### src/detection_box_decoder_core_assert.svh
// Assertion macros shared by the detection box decoder RTL.
`ifndef DETECTION_BOX_DECODER_CORE_ASSERT_SVH
`define DETECTION_BOX_DECODER_CORE_ASSERT_SVH

`ifndef SYNTHESIS
// Condition must hold at every edge out of reset.
`define DBD_ASSERT_ALWAYS(label, clk, rst_n, cond) \
    label: assert property (@(posedge clk) disable iff (!rst_n) (cond)) \
        else $error("dbd assertion failed");
// Antecedent implies consequent in the same cycle.
`define DBD_ASSERT_IMP(label, clk, rst_n, ante, cons) \
    label: assert property (@(posedge clk) disable iff (!rst_n) (ante) |-> (cons)) \
        else $error("dbd assertion failed");
// Antecedent implies consequent in the next cycle.
`define DBD_ASSERT_NXT(label, clk, rst_n, ante, cons) \
    label: assert property (@(posedge clk) disable iff (!rst_n) (ante) |=> (cons)) \
        else $error("dbd assertion failed");
`else
`define DBD_ASSERT_ALWAYS(label, clk, rst_n, cond)
`define DBD_ASSERT_IMP(label, clk, rst_n, ante, cons)
`define DBD_ASSERT_NXT(label, clk, rst_n, ante, cons)
`endif

`endif

### src/dbd_pkg.sv
// Types and constants shared by the detection box decoder modules.
package dbd_pkg;

    localparam int SCORE_W = 16;
    localparam int COORD_W = 15;
    localparam int FRAME_W = 11;
    localparam int NCLS_W  = 8;
    localparam int CLS_W   = 7;
    localparam int CNT_N_W = 11;   // holds a class count up to 2047
    localparam int FRAC_W  = 4;    // Q11.4 fraction bits

    localparam int CFG_IDX_W  = 2;
    localparam int CFG_DATA_W = 16;

    localparam logic [SCORE_W-1:0] THRESHOLD_RST   = 16'd16384;
    localparam logic [FRAME_W-1:0] FRAME_W_RST     = 11'd640;
    localparam logic [FRAME_W-1:0] FRAME_H_RST     = 11'd640;
    localparam logic [NCLS_W-1:0]  CLASS_COUNT_RST = 8'd80;

    // Both clipped sides must exceed 2 pixels in Q11.4.
    localparam logic [COORD_W-1:0] MIN_SIDE = 15'd32;

    typedef enum logic [CFG_IDX_W-1:0] {
        REG_THRESHOLD   = 2'd0,
        REG_FRAME_W     = 2'd1,
        REG_FRAME_H     = 2'd2,
        REG_CLASS_COUNT = 2'd3
    } t_reg_idx;

    typedef struct packed {
        logic [SCORE_W-1:0] threshold;
        logic [FRAME_W-1:0] frame_w;
        logic [FRAME_W-1:0] frame_h;
        logic [NCLS_W-1:0]  class_count;
    } t_cfg;

    typedef struct packed {
        logic [COORD_W-1:0] cx;
        logic [COORD_W-1:0] cy;
        logic [COORD_W-1:0] w;
        logic [COORD_W-1:0] h;
    } t_geom;

    // Finished box with at least one passing class.
    typedef struct packed {
        t_geom              geom;
        logic [SCORE_W-1:0] score;
        logic [CLS_W-1:0]   class_id;
    } t_box;

    typedef struct packed {
        logic [COORD_W-1:0] left;
        logic [COORD_W-1:0] top;
        logic [COORD_W-1:0] width;
        logic [COORD_W-1:0] height;
        logic [SCORE_W-1:0] confidence;
        logic [CLS_W-1:0]   class_id;
    } t_det;

endpackage

### src/dbd_reduce.sv
// Class score reduction: counts classes, keeps the best passing score, registers the box.
`include "detection_box_decoder_core_assert.svh"

module dbd_reduce #(
    parameter int MAX_CLASSES = 128
) (
    input  logic                        i_clk,
    input  logic                        i_rst_n,
    input  dbd_pkg::t_cfg               i_cfg,
    input  logic                        i_valid,
    output logic                        o_ready,
    input  logic [dbd_pkg::SCORE_W-1:0] i_score,
    input  dbd_pkg::t_geom              i_geom,
    output logic                        o_box_valid,
    input  logic                        i_box_ready,
    output dbd_pkg::t_box               o_box
);
    import dbd_pkg::*;

    localparam int CW = (MAX_CLASSES > 1) ? $clog2(MAX_CLASSES) : 1;
    localparam logic [CNT_N_W-1:0] MAX_N = CNT_N_W'(MAX_CLASSES);

    logic [CW-1:0]      r_cnt, n_cnt;
    logic [SCORE_W-1:0] r_best, n_best;
    logic [CW-1:0]      r_cls, n_cls;
    logic               r_any, n_any;
    t_geom              r_geom, n_geom;
    logic               r_box_valid;
    t_box               r_box;

    logic [CNT_N_W-1:0] num_n;
    logic [CNT_N_W-1:0] cnt_inc;
    logic               first, pass, last, accept;

    always_comb begin
        num_n = CNT_N_W'(i_cfg.class_count);
        if (num_n == '0) begin
            num_n = CNT_N_W'(1);
        end
        if (num_n > MAX_N) begin
            num_n = MAX_N;
        end
    end

    assign accept  = i_valid && o_ready;
    assign o_ready = !r_box_valid || i_box_ready;
    assign first   = (r_cnt == '0);
    assign cnt_inc = CNT_N_W'(r_cnt) + CNT_N_W'(1);
    assign last    = (cnt_inc >= num_n);

    always_comb begin
        n_geom = first ? i_geom : r_geom;
        n_best = first ? '0 : r_best;
        n_cls  = first ? '0 : r_cls;
        n_any  = first ? 1'b0 : r_any;
        pass   = (i_score > i_cfg.threshold) && (i_score > n_best);
        if (pass) begin
            n_best = i_score;
            n_cls  = r_cnt;
            n_any  = 1'b1;
        end
        n_cnt = last ? '0 : CW'(cnt_inc);
    end

    always_ff @(posedge i_clk) begin
        if (!i_rst_n) begin
            r_cnt       <= '0;
            r_any       <= 1'b0;
            r_box_valid <= 1'b0;
        end else begin
            if (accept) begin
                r_cnt <= n_cnt;
                r_any <= n_any;
            end
            if (accept && last && n_any) begin
                r_box_valid <= 1'b1;
            end else if (i_box_ready) begin
                r_box_valid <= 1'b0;
            end
        end
    end

    always_ff @(posedge i_clk) begin
        if (accept) begin
            r_best <= n_best;
            r_cls  <= n_cls;
            r_geom <= n_geom;
        end
        if (accept && last && n_any) begin
            r_box.geom     <= n_geom;
            r_box.score    <= n_best;
            r_box.class_id <= CLS_W'(n_cls);
        end
    end

    assign o_box_valid = r_box_valid;
    assign o_box       = r_box;

    `DBD_ASSERT_ALWAYS(a_cnt_range, i_clk, i_rst_n, CNT_N_W'(r_cnt) < MAX_N)
    `DBD_ASSERT_NXT(a_box_hold, i_clk, i_rst_n, r_box_valid && !i_box_ready,
        r_box_valid && $stable(r_box))

endmodule

### src/dbd_clip.sv
// Box clipping to corner form, size filter and output register.
`include "detection_box_decoder_core_assert.svh"

module dbd_clip (
    input  logic          i_clk,
    input  logic          i_rst_n,
    input  dbd_pkg::t_cfg i_cfg,
    input  logic          i_box_valid,
    output logic          o_box_ready,
    input  dbd_pkg::t_box i_box,
    output logic          o_valid,
    input  logic          i_ready,
    output dbd_pkg::t_det o_det
);
    import dbd_pkg::*;

    function automatic logic [COORD_W-1:0] clip_corner(
        input logic [COORD_W-1:0] centre,
        input logic [COORD_W-1:0] size,
        input logic [FRAME_W-1:0] frame
    );
        logic signed [COORD_W+1:0] twice;
        logic [COORD_W-1:0]        hi;
        logic [COORD_W-1:0]        c;
        twice = $signed({1'b0, centre, 1'b0}) - $signed({2'b00, size});
        hi    = {frame - FRAME_W'(1), {FRAC_W{1'b0}}};
        c     = twice[COORD_W:1];
        if (twice[COORD_W+1] || (twice == '0)) begin
            clip_corner = '0;
        end else begin
            clip_corner = (c > hi) ? hi : c;
        end
    endfunction

    function automatic logic [COORD_W-1:0] cap_side(
        input logic [COORD_W-1:0] size,
        input logic [COORD_W-1:0] corner,
        input logic [FRAME_W-1:0] frame
    );
        logic [COORD_W-1:0] room;
        room     = {frame, {FRAC_W{1'b0}}} - corner;
        cap_side = (size < room) ? size : room;
    endfunction

    logic [FRAME_W-1:0] fw, fh;
    t_det               n_det, r_det;
    logic               r_valid;
    logic               emit, adv;

    assign fw = (i_cfg.frame_w == '0) ? FRAME_W'(1) : i_cfg.frame_w;
    assign fh = (i_cfg.frame_h == '0) ? FRAME_W'(1) : i_cfg.frame_h;

    always_comb begin
        n_det.left       = clip_corner(i_box.geom.cx, i_box.geom.w, fw);
        n_det.top        = clip_corner(i_box.geom.cy, i_box.geom.h, fh);
        n_det.width      = cap_side(i_box.geom.w, n_det.left, fw);
        n_det.height     = cap_side(i_box.geom.h, n_det.top, fh);
        n_det.confidence = i_box.score;
        n_det.class_id   = i_box.class_id;
    end

    assign emit        = (n_det.width > MIN_SIDE) && (n_det.height > MIN_SIDE);
    assign adv         = !r_valid || i_ready;
    assign o_box_ready = adv;

    always_ff @(posedge i_clk) begin
        if (!i_rst_n) begin
            r_valid <= 1'b0;
        end else if (adv) begin
            r_valid <= i_box_valid && emit;
        end
    end

    always_ff @(posedge i_clk) begin
        if (adv) begin
            r_det <= n_det;
        end
    end

    assign o_valid = r_valid;
    assign o_det   = r_det;

    `DBD_ASSERT_IMP(a_min_side, i_clk, i_rst_n, r_valid,
        (r_det.width > MIN_SIDE) && (r_det.height > MIN_SIDE))
    `DBD_ASSERT_IMP(a_right_edge, i_clk, i_rst_n, r_valid,
        ({1'b0, r_det.left} + {1'b0, r_det.width}) <= {1'b0, {FRAME_W{1'b1}}, {FRAC_W{1'b0}}})

endmodule

### src/detection_box_decoder_core.sv
// Detection box decoder top level: config registers, stream ports and the two stages.
// Throughput: one class score accepted per clock unless the box register stalls; a new box
// may start the cycle after the last score of the previous one, with no gap between boxes.
// A detection is presented on m_axis once the transaction carrying the last class score of
// its box has passed the box register, then clip and the output register.
// Reset (i_rst_n low, synchronous): clears the class count and both stage valids, and
// loads threshold 0.25, frame 640 x 640 and 80 classes.
module detection_box_decoder_core #(
    parameter int MAX_CLASSES = 128
) (
    input  logic                            i_clk,
    input  logic                            i_rst_n,
    // Config write port
    input  logic                            i_cfg_we,
    input  logic [dbd_pkg::CFG_IDX_W-1:0]   i_cfg_index,
    input  logic [dbd_pkg::CFG_DATA_W-1:0]  i_cfg_data,
    // Score stream in
    input  logic                            s_axis_tvalid,
    output logic                            s_axis_tready,
    // tdata from bit 0: class_score[15:0], center_x[30:16], center_y[45:31],
    // size_w[60:46], size_h[75:61], zero fill [79:76]
    input  logic [79:0]                     s_axis_tdata,
    // Detection stream out
    output logic                            m_axis_tvalid,
    input  logic                            m_axis_tready,
    // tdata from bit 0: box_left[14:0], box_top[29:15], box_width[44:30],
    // box_height[59:45], confidence[75:60], class_id[82:76], zero fill [87:83]
    output logic [87:0]                     m_axis_tdata
);
    import dbd_pkg::*;

    t_cfg  r_cfg;
    t_geom in_geom;
    t_box  box;
    t_det  det;
    logic  box_valid, box_ready;

    // Config registers; writes must arrive only while the pipeline is empty (not enforced here).
    always_ff @(posedge i_clk) begin
        if (!i_rst_n) begin
            r_cfg.threshold   <= THRESHOLD_RST;
            r_cfg.frame_w     <= FRAME_W_RST;
            r_cfg.frame_h     <= FRAME_H_RST;
            r_cfg.class_count <= CLASS_COUNT_RST;
        end else if (i_cfg_we) begin
            unique case (t_reg_idx'(i_cfg_index))
                REG_THRESHOLD:   r_cfg.threshold   <= i_cfg_data;
                REG_FRAME_W:     r_cfg.frame_w     <= i_cfg_data[FRAME_W-1:0];
                REG_FRAME_H:     r_cfg.frame_h     <= i_cfg_data[FRAME_W-1:0];
                REG_CLASS_COUNT: r_cfg.class_count <= i_cfg_data[NCLS_W-1:0];
                default: begin
                end
            endcase
        end
    end

    // Unpack the geometry; it is only sampled on the first score of a box.
    assign in_geom.cx = s_axis_tdata[30:16];
    assign in_geom.cy = s_axis_tdata[45:31];
    assign in_geom.w  = s_axis_tdata[60:46];
    assign in_geom.h  = s_axis_tdata[75:61];

    // Stage one: running maximum over the class scores, box register at the end.
    dbd_reduce #(
        .MAX_CLASSES (MAX_CLASSES)
    ) u_reduce (
        .i_clk       (i_clk),
        .i_rst_n     (i_rst_n),
        .i_cfg       (r_cfg),
        .i_valid     (s_axis_tvalid),
        .o_ready     (s_axis_tready),
        .i_score     (s_axis_tdata[SCORE_W-1:0]),
        .i_geom      (in_geom),
        .o_box_valid (box_valid),
        .i_box_ready (box_ready),
        .o_box       (box)
    );

    // Stage two: clip to the frame, drop boxes too small, hold for the sink.
    dbd_clip u_clip (
        .i_clk       (i_clk),
        .i_rst_n     (i_rst_n),
        .i_cfg       (r_cfg),
        .i_box_valid (box_valid),
        .o_box_ready (box_ready),
        .i_box       (box),
        .o_valid     (m_axis_tvalid),
        .i_ready     (m_axis_tready),
        .o_det       (det)
    );

    assign m_axis_tdata = {5'b0, det.class_id, det.confidence, det.height,
                           det.width, det.top, det.left};

endmodule
### config.mk
export PLATFORM = sky130hd
export DESIGN_NAME = detection_box_decoder_core
export DESIGN_NICKNAME = d
export VERILOG_FILES = /design/src/dbd_pkg.sv /design/src/dbd_reduce.sv /design/src/dbd_clip.sv /design/src/detection_box_decoder_core.sv
export VERILOG_INCLUDE_DIRS = /design/src /design/src/src
export SDC_FILE = /design/constraint.sdc
export NUM_CORES = 1
export LEC_CHECK = 0
export BUFFER_PORTS_ARGS = -buffer_cell sky130_fd_sc_hd__buf_2
export CORE_MARGIN = 2
export CORE_UTILIZATION = 35
export CTS_CLUSTER_SIZE = 40
export DETAILED_ROUTE_END_ITERATION = 10
export SYNTH_ARGS = -nofsm -noshare
export SYNTH_HDL_FRONTEND = slang
export SYNTH_SLANG_ARGS = --single-unit
### constraint.sdc
create_clock -name i_clk -period 21.6 [get_ports i_clk]
set_input_delay 0 -clock i_clk [delete_from_list [all_inputs] [get_ports i_clk]]
set_output_delay 0 -clock i_clk [all_outputs]
set_load 0.02 [all_outputs]
# Yosys cells after proc, flatten, opt, wreduce, memory -nomap -nowiden

Cells that the tools add are included.

Flip-flop bits (word level): 305
Input port bits: 103
Output and inout bits: 90
Logic and storage cells: 90

$add $sub $neg: 7
Order comparisons: 10
Equality and inequality tests: 3
Multiplexer cells: 20
Reduce and logical (&&, ||, !) cells: 24

Operators by type and width:

| kind                    | count |
|---|---|
| $mux W15                | 6 |
| $mux W60                | 1 |
| $logic_not A17 Y1       | 2 |
| $sub A16 B15 Y17        | 2 |
| $gt A16 B16 Y1          | 2 |
| $mux W16                | 2 |
| $gt A15 B15 Y1          | 2 |
| $gt A15 B6 Y1 const B   | 2 |
| $lt A15 B15 Y1          | 2 |
| $sub A15 B15 Y15        | 2 |
| $logic_not A11 Y1       | 2 |
| $mux W11                | 2 |
| $sub A11 B1 Y11 const B | 2 |
| $mux W7                 | 3 |
| $mux W8                 | 2 |
| $ge A11 B8 Y1           | 1 |
| $add A7 B1 Y8 const B   | 1 |
| $gt A8 B8 Y1 const B    | 1 |
| $logic_not A8 Y1        | 1 |
| $reduce_and A2 Y1       | 4 |
| $logic_not A7 Y1        | 1 |
| $logic_and A1 B1 Y1     | 6 |
| $eq A2 B2 Y1 const B    | 2 |
| $logic_or A1 B1 Y1      | 4 |
| other kinds (5)         | 9 |

# Longest topological paths before layout

Gate-level depths: netlist of the first run.

Word-level depth: 12
Depth in mapped cells: 45
Gate-level depth less buffers: 41

# By module

From an unflattened synthesis of the first run, not the netlist that was laid out.

Cells, all modules: 1,684
Area, all modules: 18,008.5 µm²

Modules (own cells, without submodules):

| module                     | times used | cells each | area an instance (µm²) | sequential area each (µm²) |
|---|---|---|---|---|
| dbd_clip                   | 1          | 1,000      | 8,483.1                | 2,512.4 |
| dbd_reduce                 | 1          | 499        | 7,668.6                | 5,165.0 |
| detection_box_decoder_core | 1          | 185        | 1,856.8                | 920.9 |

# Worst setup path after synthesis of the first run

Ideal clock, no wire load.

Kind: reg-to-reg
From: reg u_reduce.r_box (netlist bit u_reduce.o_box[24])
To: reg u_clip.r_valid, in the netlist u_clip.o_valid
Setup time: 0.122 ns
Arrival: 8.152 ns
Required time: 21.478 ns
Slack: 13.326 ns
Stages on the path, launching flop included: 39
Buffers on the path: 4
Period minus slack after synthesis: 8.274 ns
Cells stage by stage: edfxtp_1 fa_1 and2b_4 o2111ai_1 a211o_1 o21a_1 and4_1 or3_1 clkbuf_1 ha_1 o21a_1 o211ai_1 o21ai_1 and2_4 buf_6 nor2_1 a21oi_1 nand2b_1 [3 not listed] and3_1 a41oi_1 o21ai_0 a21oi_1 xor2_1 ha_1 nor2b_1 o21ai_0 a21oi_1 o21ai_0 nand2b_1 a221oi_1 o311ai_0 nand2_1 clkbuf_1 buf_2 mux2_2 o311a_1

RTL lines:

| what                 | RTL line         | RTL |
|---|---|---|
| start, declared      | dbd_reduce.sv:29 | `t_box r_box;` |
| end signal, assigned | dbd_clip.sv:70   | `r_valid <= i_box_valid && emit;` |
| end, declared        | dbd_clip.sv:47   | `logic r_valid;` |

==> results.sh, run 1 <==
export IMPL_drv_cap=0
export IMPL_ys_ff_latch=305
export IMPL_numCtsBuffers=35
export IMPL_syn2layout_area_growth_pct=21.0
export IMPL_hp_class="input port to flop"
export IMPL_finalPower_uw=1570
export IMPL_multi_input_area_um2=8460
export IMPL_ff2ff_path_depth=35
export IMPL_tightest_slew_ns=1.05
export IMPL_relSlewSlack_pct=29.1
export IMPL_cts_root_buffer="clkbuf_16"
export IMPL_regArea_um2=8600
export IMPL_avgSynthCellArea_um2=10.4
export IMPL_end_kind="flop"
export IMPL_cts_sinks=305
export IMPL_wirelength_um=47800
export IMPL_dp_slack_ns=11.56
export IMPL_yosys_most_used_dff="edfxtp_1"
export IMPL_port_buffers=183
export IMPL_ios=193
export IMPL_rows=82
export IMPL_path_clk_slew_ns=0.06
export IMPL_dp_cells=2497
export IMPL_antenna_cells=0
export IMPL_worstReg2RegEnd="u_clip.o_valid"
export IMPL_slowest_stage="nand2_1"
export IMPL_core_area_um2=50200
export IMPL_dieArea_um2=52600
export IMPL_layoutNonFillerInstCount=2667
export IMPL_synth_cells=1712
export IMPL_ant_nets=0
export IMPL_firstDrtPassIters=5
export IMPL_yosysSeqAreaShare_pct=48.4
export IMPL_grt_pass1_vias=13500
export IMPL_worstHoldStart="i_rst_n"
export IMPL_period_needed_ns=10.07
export IMPL_cp_start_kind="flop"
export IMPL_path_class="flop to flop"
export IMPL_ir_drop_mv=0.0578
export IMPL_layout_commonest_cell="edfxtp_1"
export IMPL_crit_top_cell="o21ai_0"
export IMPL_postCtsSetupBuffers=0
export IMPL_start_util_pct=35.4
export IMPL_setup_slack_ns=11.53
export IMPL_clk_path_buf_depth=3
export IMPL_slowest_delay_ns=0.76
export IMPL_r2r_start="u_reduce.o_box[24]"
export IMPL_async_flop_share_pct=0
export IMPL_yosysUniqueCellTypes=90
export IMPL_grt_max_degree=58
export IMPL_reg2reg_slack_ns=11.53
export IMPL_grt_ovfl_total=0
export IMPL_final_period_utilization_pct=46.6
export IMPL_clkLatencyLatePin_ns=0.54
export IMPL_drc=0
export IMPL_run_status="completed"
export IMPL_syn_area_um2=17800
export IMPL_drv_slew=0
export IMPL_fp_dieW_um=229
export IMPL_grt_usage_pct=17.8
export IMPL_vias=13700
export IMPL_clock_skew_final_ns=0.0202
export IMPL_die_height_um=229
export IMPL_htreeDepth=2
export IMPL_critical_path_arrival_ns=10.50
export IMPL_p_leak_uw=0.00871
export IMPL_crit_fanout=29
export IMPL_grt_pass1_wl_um=74200
export IMPL_place_congestion=0.904
export IMPL_synth_edf_count=249
export IMPL_ys_warn_count=0
export IMPL_p_per_area_nw_per_um2=73.2
export IMPL_hold_viol_final=0
export IMPL_finish_net_count=2215
export IMPL_drive_above_1_share_pct=17.0
export IMPL_hold_end="r_cfg[28]"
export IMPL_vias_per_cell=5.13
export IMPL_first_iter_violations=846
export IMPL_finalSetupViolations=0
export IMPL_antenna_found_initial=0
export IMPL_most_common_layout_cells="edfxtp_1 (249), nand2_1 (242), buf_2 (183), ha_1 (141), inv_1 (112)"
export IMPL_setup_tns_ns=0
export IMPL_dp_hpwl_um=34900
export IMPL_whs_path_depth=2
export IMPL_max_freq_mhz=99.3
export IMPL_cts_tree="built"
export IMPL_wl_per_cell_um=17.9
export IMPL_fill_cells=4742
export IMPL_cp_data_required_time_ns=22.03
export IMPL_rsz0062_at_grt="no"
-- worst max path at each step --
stage / from / to
after floorplan: u_reduce.o_box[24] / u_clip.o_valid
after global placement: u_reduce.o_box[24] / u_clip.o_valid
after detailed placement: u_reduce.o_box[24] / u_clip.o_valid
after CTS: u_reduce.o_box[24] / u_clip.o_valid
after global routing: u_reduce.o_box[24] / u_clip.o_valid
final: u_reduce.o_box[24] / u_clip.o_valid
-- what timing repair did --
item / in CTS / in global routing
hold endpoints to repair: 200 / 0
resized for setup: 0 / 0
hold buffers: 107 / 0
-- sequential cells by signal (all words and copies together), names as in the netlist --
| register | cells |
|---|---|
| u_reduce.r_cls | 7 |
| u_reduce.r_geom | 60 |
| u_reduce.r_cnt | 7 |
| r_cfg | 46 |
| u_reduce.o_box | 83 |
| u_reduce.o_box_valid | 1 |
| u_clip.o_det | 83 |
| u_reduce.r_any | 1 |
| u_reduce.r_best | 16 |
| u_clip.o_valid | 1 |
-- power by group --
| part | switching, µW | internal [µW] | total [µW] |
|---|---|---|---|
| sequential | 16.0 | 686 | 702 |
| clock | 242 | 353 | 595 |
| combinational | 167 | 111 | 278 |
-- cell families after synthesis --
| family | count (synthesis) | share of synthesized area (%) |
|---|---|---|
| multiplexers | 73 | 4.57 |
| AO/OA/AOI/OAI | 406 | 15.1 |
| adder cells (fa/ha/maj) | 144 | 10.2 |
| other | 1 | 0.0211 |
| XOR/XNOR | 61 | 3.00 |
| AND/OR/NAND/NOR | 527 | 14.4 |
| flip-flops | 305 | 48.4 |
| buffers and inverters | 195 | 4.33 |
-- Yosys cell counts (26+ instances only) --
master / count / area, µm²
edfxtp_1: 249 / 7480
nand2_1: 242 / 908
ha_1: 141 / 1760
inv_1: 115 / 432
o21ai_0: 104 / 521
a21oi_1: 76 / 380
mux2_2: 65 / 732
clkbuf_1: 64 / 240
nor2_1: 61 / 229
dfxtp_1: 56 / 1120
a21boi_0: 45 / 338
xnor2_1: 35 / 307
a21o_1: 33 / 248
nand2b_1: 27 / 169
xor2_1: 26 / 228
-- metrics by stage --
stage | instance area, µm² | hold slack (ns) | util [%]
after CTS | 21500 | 0.0169 | 42.9
after global placement | 19300 | 0.265 | 38.5
final | 21500 | 0.0499 | 42.9
after floorplan | 17800 | 0.124 | -
after global routing | 21500 | 0.0624 | 42.9
after detailed placement | 19300 | 0.284 | 38.5
-- layout make-up --
type / count / area share (%)
sequential: 305 / 40.0
multi-input combinational: 1216 / 39.3
timing repair buffer: 296 / 9.44
clock buffer: 43 / 4.45
tap: 672 / 3.91
inverter: 115 / 2.02
clock inverter: 20 / 0.890
-- worst max-delay path, delay by kind of cell, from the launching register on --
| kind | cells | cell delay, ns |
|---|---|---|
| adder cells (fa/ha/maj) | 4 | 1.55 |
| XOR/XNOR | 1 | 0.34 |
| AO/OA/AOI/OAI | 19 | 4.39 |
| AND/OR/NAND/NOR | 11 | 3.16 |
| flip-flops | 1 | 0.51 |
-- per-layer routing --
layer	global-route usage, %	part of all wire, %	vias up
met4	7.14	3.7	0
met3	2.53	4.2	80
met2	30.4	48	312
met1	22.8	44	6524
li1	-	-	6767
met5	0	0	-
Power figures use the tool's default switching activity.
==> run 2: changes to the inputs <==
==> constraint.sdc (replaced) <==
create_clock -name i_clk -period 9.85 [get_ports i_clk]
set_input_delay 0 -clock i_clk [delete_from_list [all_inputs] [get_ports i_clk]]
set_output_delay 0 -clock i_clk [all_outputs]
set_load 0.02 [all_outputs]
==> run 2 against run 1 <==
  * Cell count up 0.52%
  * Power up 120%
  * Non-clock buffer count up 14
  * Global-route usage up 0.11 points
  * Via count about the same
  * Clock skew down 0.0011 ns
==> results.sh, run 2 (same netlist as run 1, synthesis figures left out) <==
export IMPL_post_route_util_pct=43.0
export IMPL_htreeDepth=2
export IMPL_crit_top_cell="o21ai_0"
export IMPL_crit_fanout=18
export IMPL_antenna_found_initial=1
export IMPL_grt_pass1_wl_um=74400
export IMPL_cts_root_buffer="clkbuf_16"
export IMPL_clkLatencyLatePin_ns=0.56
export IMPL_rsz0062_at_grt="no"
export IMPL_drv_cap=0
export IMPL_cp_start_kind="flop"
export IMPL_ant_nets=0
export IMPL_setup_tns_ns=0
export IMPL_wl_per_cell_um=18.0
export IMPL_grt_max_degree=65
export IMPL_cp_data_required_time_ns=10.29
export IMPL_hold_viol_final=0
export IMPL_vias_per_cell=5.10
export IMPL_end_kind="flop"
export IMPL_place_congestion=0.924
export IMPL_numCtsBuffers=34
export IMPL_run_status="completed"
export IMPL_fp_dieW_um=229
export IMPL_tightest_slew_ns=0.989
export IMPL_drive_above_1_share_pct=17.4
export IMPL_path_clk_slew_ns=0.06
export IMPL_grt_usage_pct=17.9
export IMPL_drv_slew=0
export IMPL_slowest_stage="fa_1"
export IMPL_ios=193
export IMPL_drc=0
export IMPL_relSlewSlack_pct=33.8
export IMPL_critical_path_arrival_ns=9.50
export IMPL_syn2layout_area_growth_pct=21.4
export IMPL_wirelength_um=48100
export IMPL_p_per_area_nw_per_um2=158
export IMPL_final_period_utilization_pct=91.9
export IMPL_hp_class="input port to flop"
export IMPL_max_freq_mhz=110
export IMPL_cts_tree="built"
export IMPL_dp_hpwl_um=35400
export IMPL_core_area_um2=50200
export IMPL_clk_path_buf_depth=3
export IMPL_design_area_um2=21600
export IMPL_port_buffers=183
export IMPL_cts_sinks=305
export IMPL_clock_skew_final_ns=0.0191
export IMPL_first_iter_violations=940
export IMPL_rows=82
export IMPL_period_needed_ns=9.06
export IMPL_ir_drop_mv=0.0955
export IMPL_firstDrtPassIters=5
export IMPL_layout_commonest_cell="edfxtp_1"
export IMPL_p_leak_uw=0.00876
export IMPL_slowest_delay_ns=0.52
export IMPL_start_util_pct=35.4
export IMPL_grt_ovfl_total=0
export IMPL_most_common_layout_cells="edfxtp_1 (249), nand2_1 (242), buf_2 (183), ha_1 (141), inv_1 (112)"
export IMPL_vias=13700
export IMPL_finalSetupViolations=0
export IMPL_postCtsSetupBuffers=0
export IMPL_postPlaceCellArea_um2=19400
export IMPL_die_height_um=229
export IMPL_grt_pass1_vias=13400
export IMPL_finish_net_count=2228
export IMPL_dieArea_um2=52600
export IMPL_path_class="flop to flop"
-- run 2: cell type report --
class / instances / area, µm²
fill: 4761 / 28600
multi-input combinational: 1216 / 8460
clock inverter: 19 / 174
inverter: 115 / 435
sequential: 305 / 8600
tap: 672 / 841
antenna: 1 / 2.50
timing repair buffer: 310 / 2140
clock buffer: 43 / 926
-- run 2: per-layer routing --
layer / routed length [µm] / GRT usage, % / vias up
met4: 2110 / 8.46 / 0
met3: 2150 / 2.35 / 103
met2: 22800 / 30.0 / 342
li1: - / - / 6786
met1: 21000 / 23.0 / 6446
met5: 0 / 0 / -
-- run 2: path summary, 6_finish.rpt --
kind | startpoint | endpoint | depth (start not counted) | slack (ns)
hold / removal | s_axis_tdata[70] | u_reduce.r_geom[9] | 3 | 0.30
setup reg to reg | u_reduce.o_box[24] | u_clip.o_valid | 38 | 0.79
setup / recovery | u_reduce.o_box[24] | u_clip.o_valid | 38 | 0.79
hold reg to reg | u_reduce.o_box[19] | u_clip.o_det[19] | 0 | 0.42
-- run 2: repair_timing --
action                     4_1_cts  5_1_grt
gates resized for setup          0        1
hold endpoints to repair       200        0
setup endpoints to repair        0        1
hold buffers                   110        0
-- run 2: critical path, delay by kind of cell (launching register included) --
kind                       cells  cell delay (ns)
DFF                            1             0.50
AOI/OAI and AO/OA             19             3.79
xor gates and xnor gates       1             0.27
and+or+nand+nor               13             2.68
adders and majority gates      4             1.43
buffers and inverters          1             0.28
-- run 2: stage by stage --
step,hold slack (ns),worst slack (ns),instances,power (µW)
after global routing,0.298,0.0395,2681,3580
after CTS,0.260,0.672,2680,3470
after global placement,0.264,0.847,2508,2140
after floorplan,0.124,1.58,1716,1960
final,0.298,0.794,2681,3420
after detailed placement,0.274,0.799,2508,2150
-- run 2: power breakdown --
part / internal, µW / total [µW] / switching (µW)
logic: 252 / 620 / 368
registers: 1500 / 1540 / 34.3
clock network: 726 / 1260 / 535
total: 2480 / 3420 / 938
==> run 3: changes to the inputs <==
--- a/config.mk
+++ b/config.mk
@@ -6,6 +6,7 @@
 export SDC_FILE = /design/constraint.sdc
 export NUM_CORES = 1
 export LEC_CHECK = 0
+export ABC_AREA = 1
 export BUFFER_PORTS_ARGS = -buffer_cell sky130_fd_sc_hd__buf_2
 export CORE_MARGIN = 2
 export CORE_UTILIZATION = 35
==> run 3 against run 2 <==
  * Cell count is 7.5% higher
  * Count of clock-buffer cells in the layout rose by 5
  * Die area decreased by 1.5%
  * Clock power grew 6%
  * Global-route usage down 0.33 points
  * Critical path depth increased by 8
  * Hold slack worse by 0.083 ns
  * Design area decreased by 1.3%
  * Via count up 0.78%
  * Largest cell class unchanged
  * Non-clock buffer count shrank 18
  * Maximum frequency grew 8.7%
  * Clock skew grew 0.0014 ns
==> results.sh, run 3 <==
export IMPL_run_status="completed"
export IMPL_crit_fanout=23
export IMPL_syn2layout_area_growth_pct=21.7
export IMPL_port_buffers=183
export IMPL_drv_slew=0
export IMPL_vias_per_cell=4.78
export IMPL_end_kind="flop"
export IMPL_cts_sinks=305
export IMPL_grt_pass1_wl_um=71000
export IMPL_r2r_start="r_cfg[12]"
export IMPL_place_congestion=0.859
export IMPL_vias=13800
export IMPL_layout_commonest_cell="nand2_1"
export IMPL_path_class="flop to flop"
export IMPL_async_flop_share_pct=0
export IMPL_yosysSeqAreaShare_pct=49.1
export IMPL_wl_per_cell_um=15.7
export IMPL_clock_skew_final_ns=0.0205
export IMPL_p_per_area_nw_per_um2=173
export IMPL_yosys_area_top_type_share_pct=42.7
export IMPL_cts_resized=0
export IMPL_syn_area_um2=17500
export IMPL_setup_tns_ns=0
export IMPL_slowest_stage="nand2_1"
export IMPL_firstDrtPassIters=5
export IMPL_synth_edf_count=249
export IMPL_postCtsSetupBuffers=0
export IMPL_die_height_um=228
export IMPL_ant_nets=0
export IMPL_most_common_layout_cells="nand2_1 (409), inv_1 (279), edfxtp_1 (249), buf_2 (183), nor2_1 (152)"
export IMPL_final_period_utilization_pct=84.6
export IMPL_cp_start_kind="flop"
export IMPL_drive_above_1_share_pct=15.5
export IMPL_ir_drop_mv=0.125
export IMPL_hold_slack_ns=0.215
export IMPL_finish_net_count=2437
export IMPL_ff2ff_path_depth=46
export IMPL_clk_path_buf_depth=3
export IMPL_worstReg2RegEnd="u_clip.o_valid"
export IMPL_hp_class="input port to flop"
export IMPL_worstHoldStart="i_cfg_data[14]"
export IMPL_wirelength_um=45400
export IMPL_yosysTopAreaCell="edfxtp_1"
export IMPL_cts_root_buffer="clkbuf_16"
export IMPL_avgSynthCellArea_um2=9.17
export IMPL_period_needed_ns=8.33
export IMPL_clkLatencyLatePin_ns=0.55
export IMPL_numCtsBuffers=37
export IMPL_ys_ff_latch=305
export IMPL_synth_most_common_cell="nand2_1"
export IMPL_reg2reg_slack_ns=1.52
export IMPL_p_leak_uw=0.00973
export IMPL_drv_cap=0
export IMPL_synth_common_cells="nand2_1 (410), inv_1 (281), edfxtp_1 (249), nor2_1 (152), ha_1 (141)"
export IMPL_rsz0062_at_grt="no"
export IMPL_tightest_slew_ns=1.01
export IMPL_startpoint="r_cfg[12]"
export IMPL_grt_max_degree=63
export IMPL_finalSetupViolations=0
export IMPL_antenna_cells=0
export IMPL_yosysUniqueCellTypes=54
export IMPL_fp_dieW_um=228
export IMPL_htreeDepth=2
export IMPL_slowest_delay_ns=0.57
export IMPL_synthTopCellsByArea="edfxtp_1 (43%), ha_1 (10%), nand2_1 (8.8%)"
export IMPL_synth_cells=1908
export IMPL_rows=81
export IMPL_first_iter_violations=801
export IMPL_max_freq_mhz=120
export IMPL_postPlaceCellArea_um2=19100
export IMPL_cts_tree="built"
export IMPL_cp_endpoint="u_clip.o_valid"
export IMPL_dp_hpwl_um=34000
export IMPL_grt_ovfl_total=0
export IMPL_critical_path_arrival_ns=8.76
export IMPL_cp_data_required_time_ns=10.28
export IMPL_ys_warn_count=0
export IMPL_holdBufCountCts=103
export IMPL_hold_viol_final=0
export IMPL_core_area_um2=49200
export IMPL_antenna_found_initial=0
export IMPL_grt_pass1_vias=13700
export IMPL_yosys_most_used_dff="edfxtp_1"
export IMPL_design_area_um2=21300
export IMPL_grt_usage_pct=17.6
export IMPL_dieArea_um2=51800
export IMPL_path_clk_slew_ns=0.06
export IMPL_start_util_pct=35.6
export IMPL_ios=193
export IMPL_drc=0
export IMPL_relSlewSlack_pct=32.3
export IMPL_crit_top_cell="nand2_1"
-- run 3: changes by cell type after synthesis, moves of 23 or more --
| cell | change |
|---|---|
| inv_1 | +166 |
| a21o_1 | -27 |
| nor2_1 | +91 |
| nand2_1 | +168 |
| xnor2_1 | -23 |
| nand2b_1 | -27 |
| nand3_1 | +73 |
| a21oi_1 | +49 |
| a21boi_0 | -44 |
-- run 3: kinds of logic after synthesis --
| kind of cell | after synthesis | synth area share [%] |
|---|---|---|
| simple gates | 751 | 18.4 |
| buf+inv | 338 | 7.48 |
| flops | 305 | 49.1 |
| compound gates | 264 | 8.46 |
| fa+ha+maj | 143 | 10.3 |
| mux | 60 | 3.86 |
| xor+xnor | 46 | 2.34 |
| other cells | 1 | 0.0214 |
-- run 3: where the power goes --
| group | internal [µW] | switching (µW) | total, µW | leakage [µW] |
|---|---|---|---|---|
| Combinational | 285 | 503 | 787 | 0.00622 |
| Sequential | 1530 | 34.8 | 1570 | 0.00293 |
| Clock | 789 | 541 | 1330 | 0.000584 |
| Total | 2610 | 1080 | 3690 | 0.00973 |
-- run 3: through the flow --
stage | utilization, % | setup slack, ns | total power, µW | std cells
floorplan | - | 3.74 | 2120 | 1912
global placement | 38.8 | 1.75 | 2340 | 2713
detailed placement | 38.8 | 1.68 | 2350 | 2713
CTS | 43.3 | 1.64 | 3740 | 2883
global route | 43.3 | 0.374 | 3870 | 2883
finish | 43.3 | 1.52 | 3690 | 2883
-- run 3: worst min path at each step --
stage | depth (start not counted) | slack [ns] | end
4_1_cts | 4 | 0.19 | r_cfg[44]
2_1_floorplan | 2 | 0.11 | r_cfg[26]
5_1_grt | 4 | 0.22 | r_cfg[44]
3_3_place_gp | 3 | 0.23 | r_cfg[44]
6_report | 4 | 0.22 | r_cfg[44]
3_5_place_dp | 3 | 0.24 | r_cfg[44]
-- run 3: area by class of cell --
| cell class | count | area, µm² |
|---|---|---|
| clock buffers | 48 | 1020 |
| clock inverters | 19 | 170 |
| fillers | 4760 | 27800 |
| inverters | 286 | 1080 |
| multi-input cells | 1269 | 7620 |
| flip-flops and latches | 305 | 8600 |
| well taps | 664 | 831 |
| repair buffers | 292 | 1990 |
-- run 3: routing by layer --
layer / share of wire, % / track usage (%) / wire [µm]
met1: 45 / 22.2 / 20200
met2: 49 / 30.7 / 22100
met3: 4.1 / 3.19 / 1850
met4: 2.7 / 5.46 / 1210
met5: 0 / 0 / 0
-- run 3: critical path, delay by kind of cell, from the launching register on --
kind                       cells  cell delay, ns
adders and majority gates      3            0.94
xor gates and xnor gates       1            0.26
DFF                            1            0.36
and+or+nand+nor               29            4.23
AOI/OAI and AO/OA              7            1.24
buffers and inverters          6            1.18
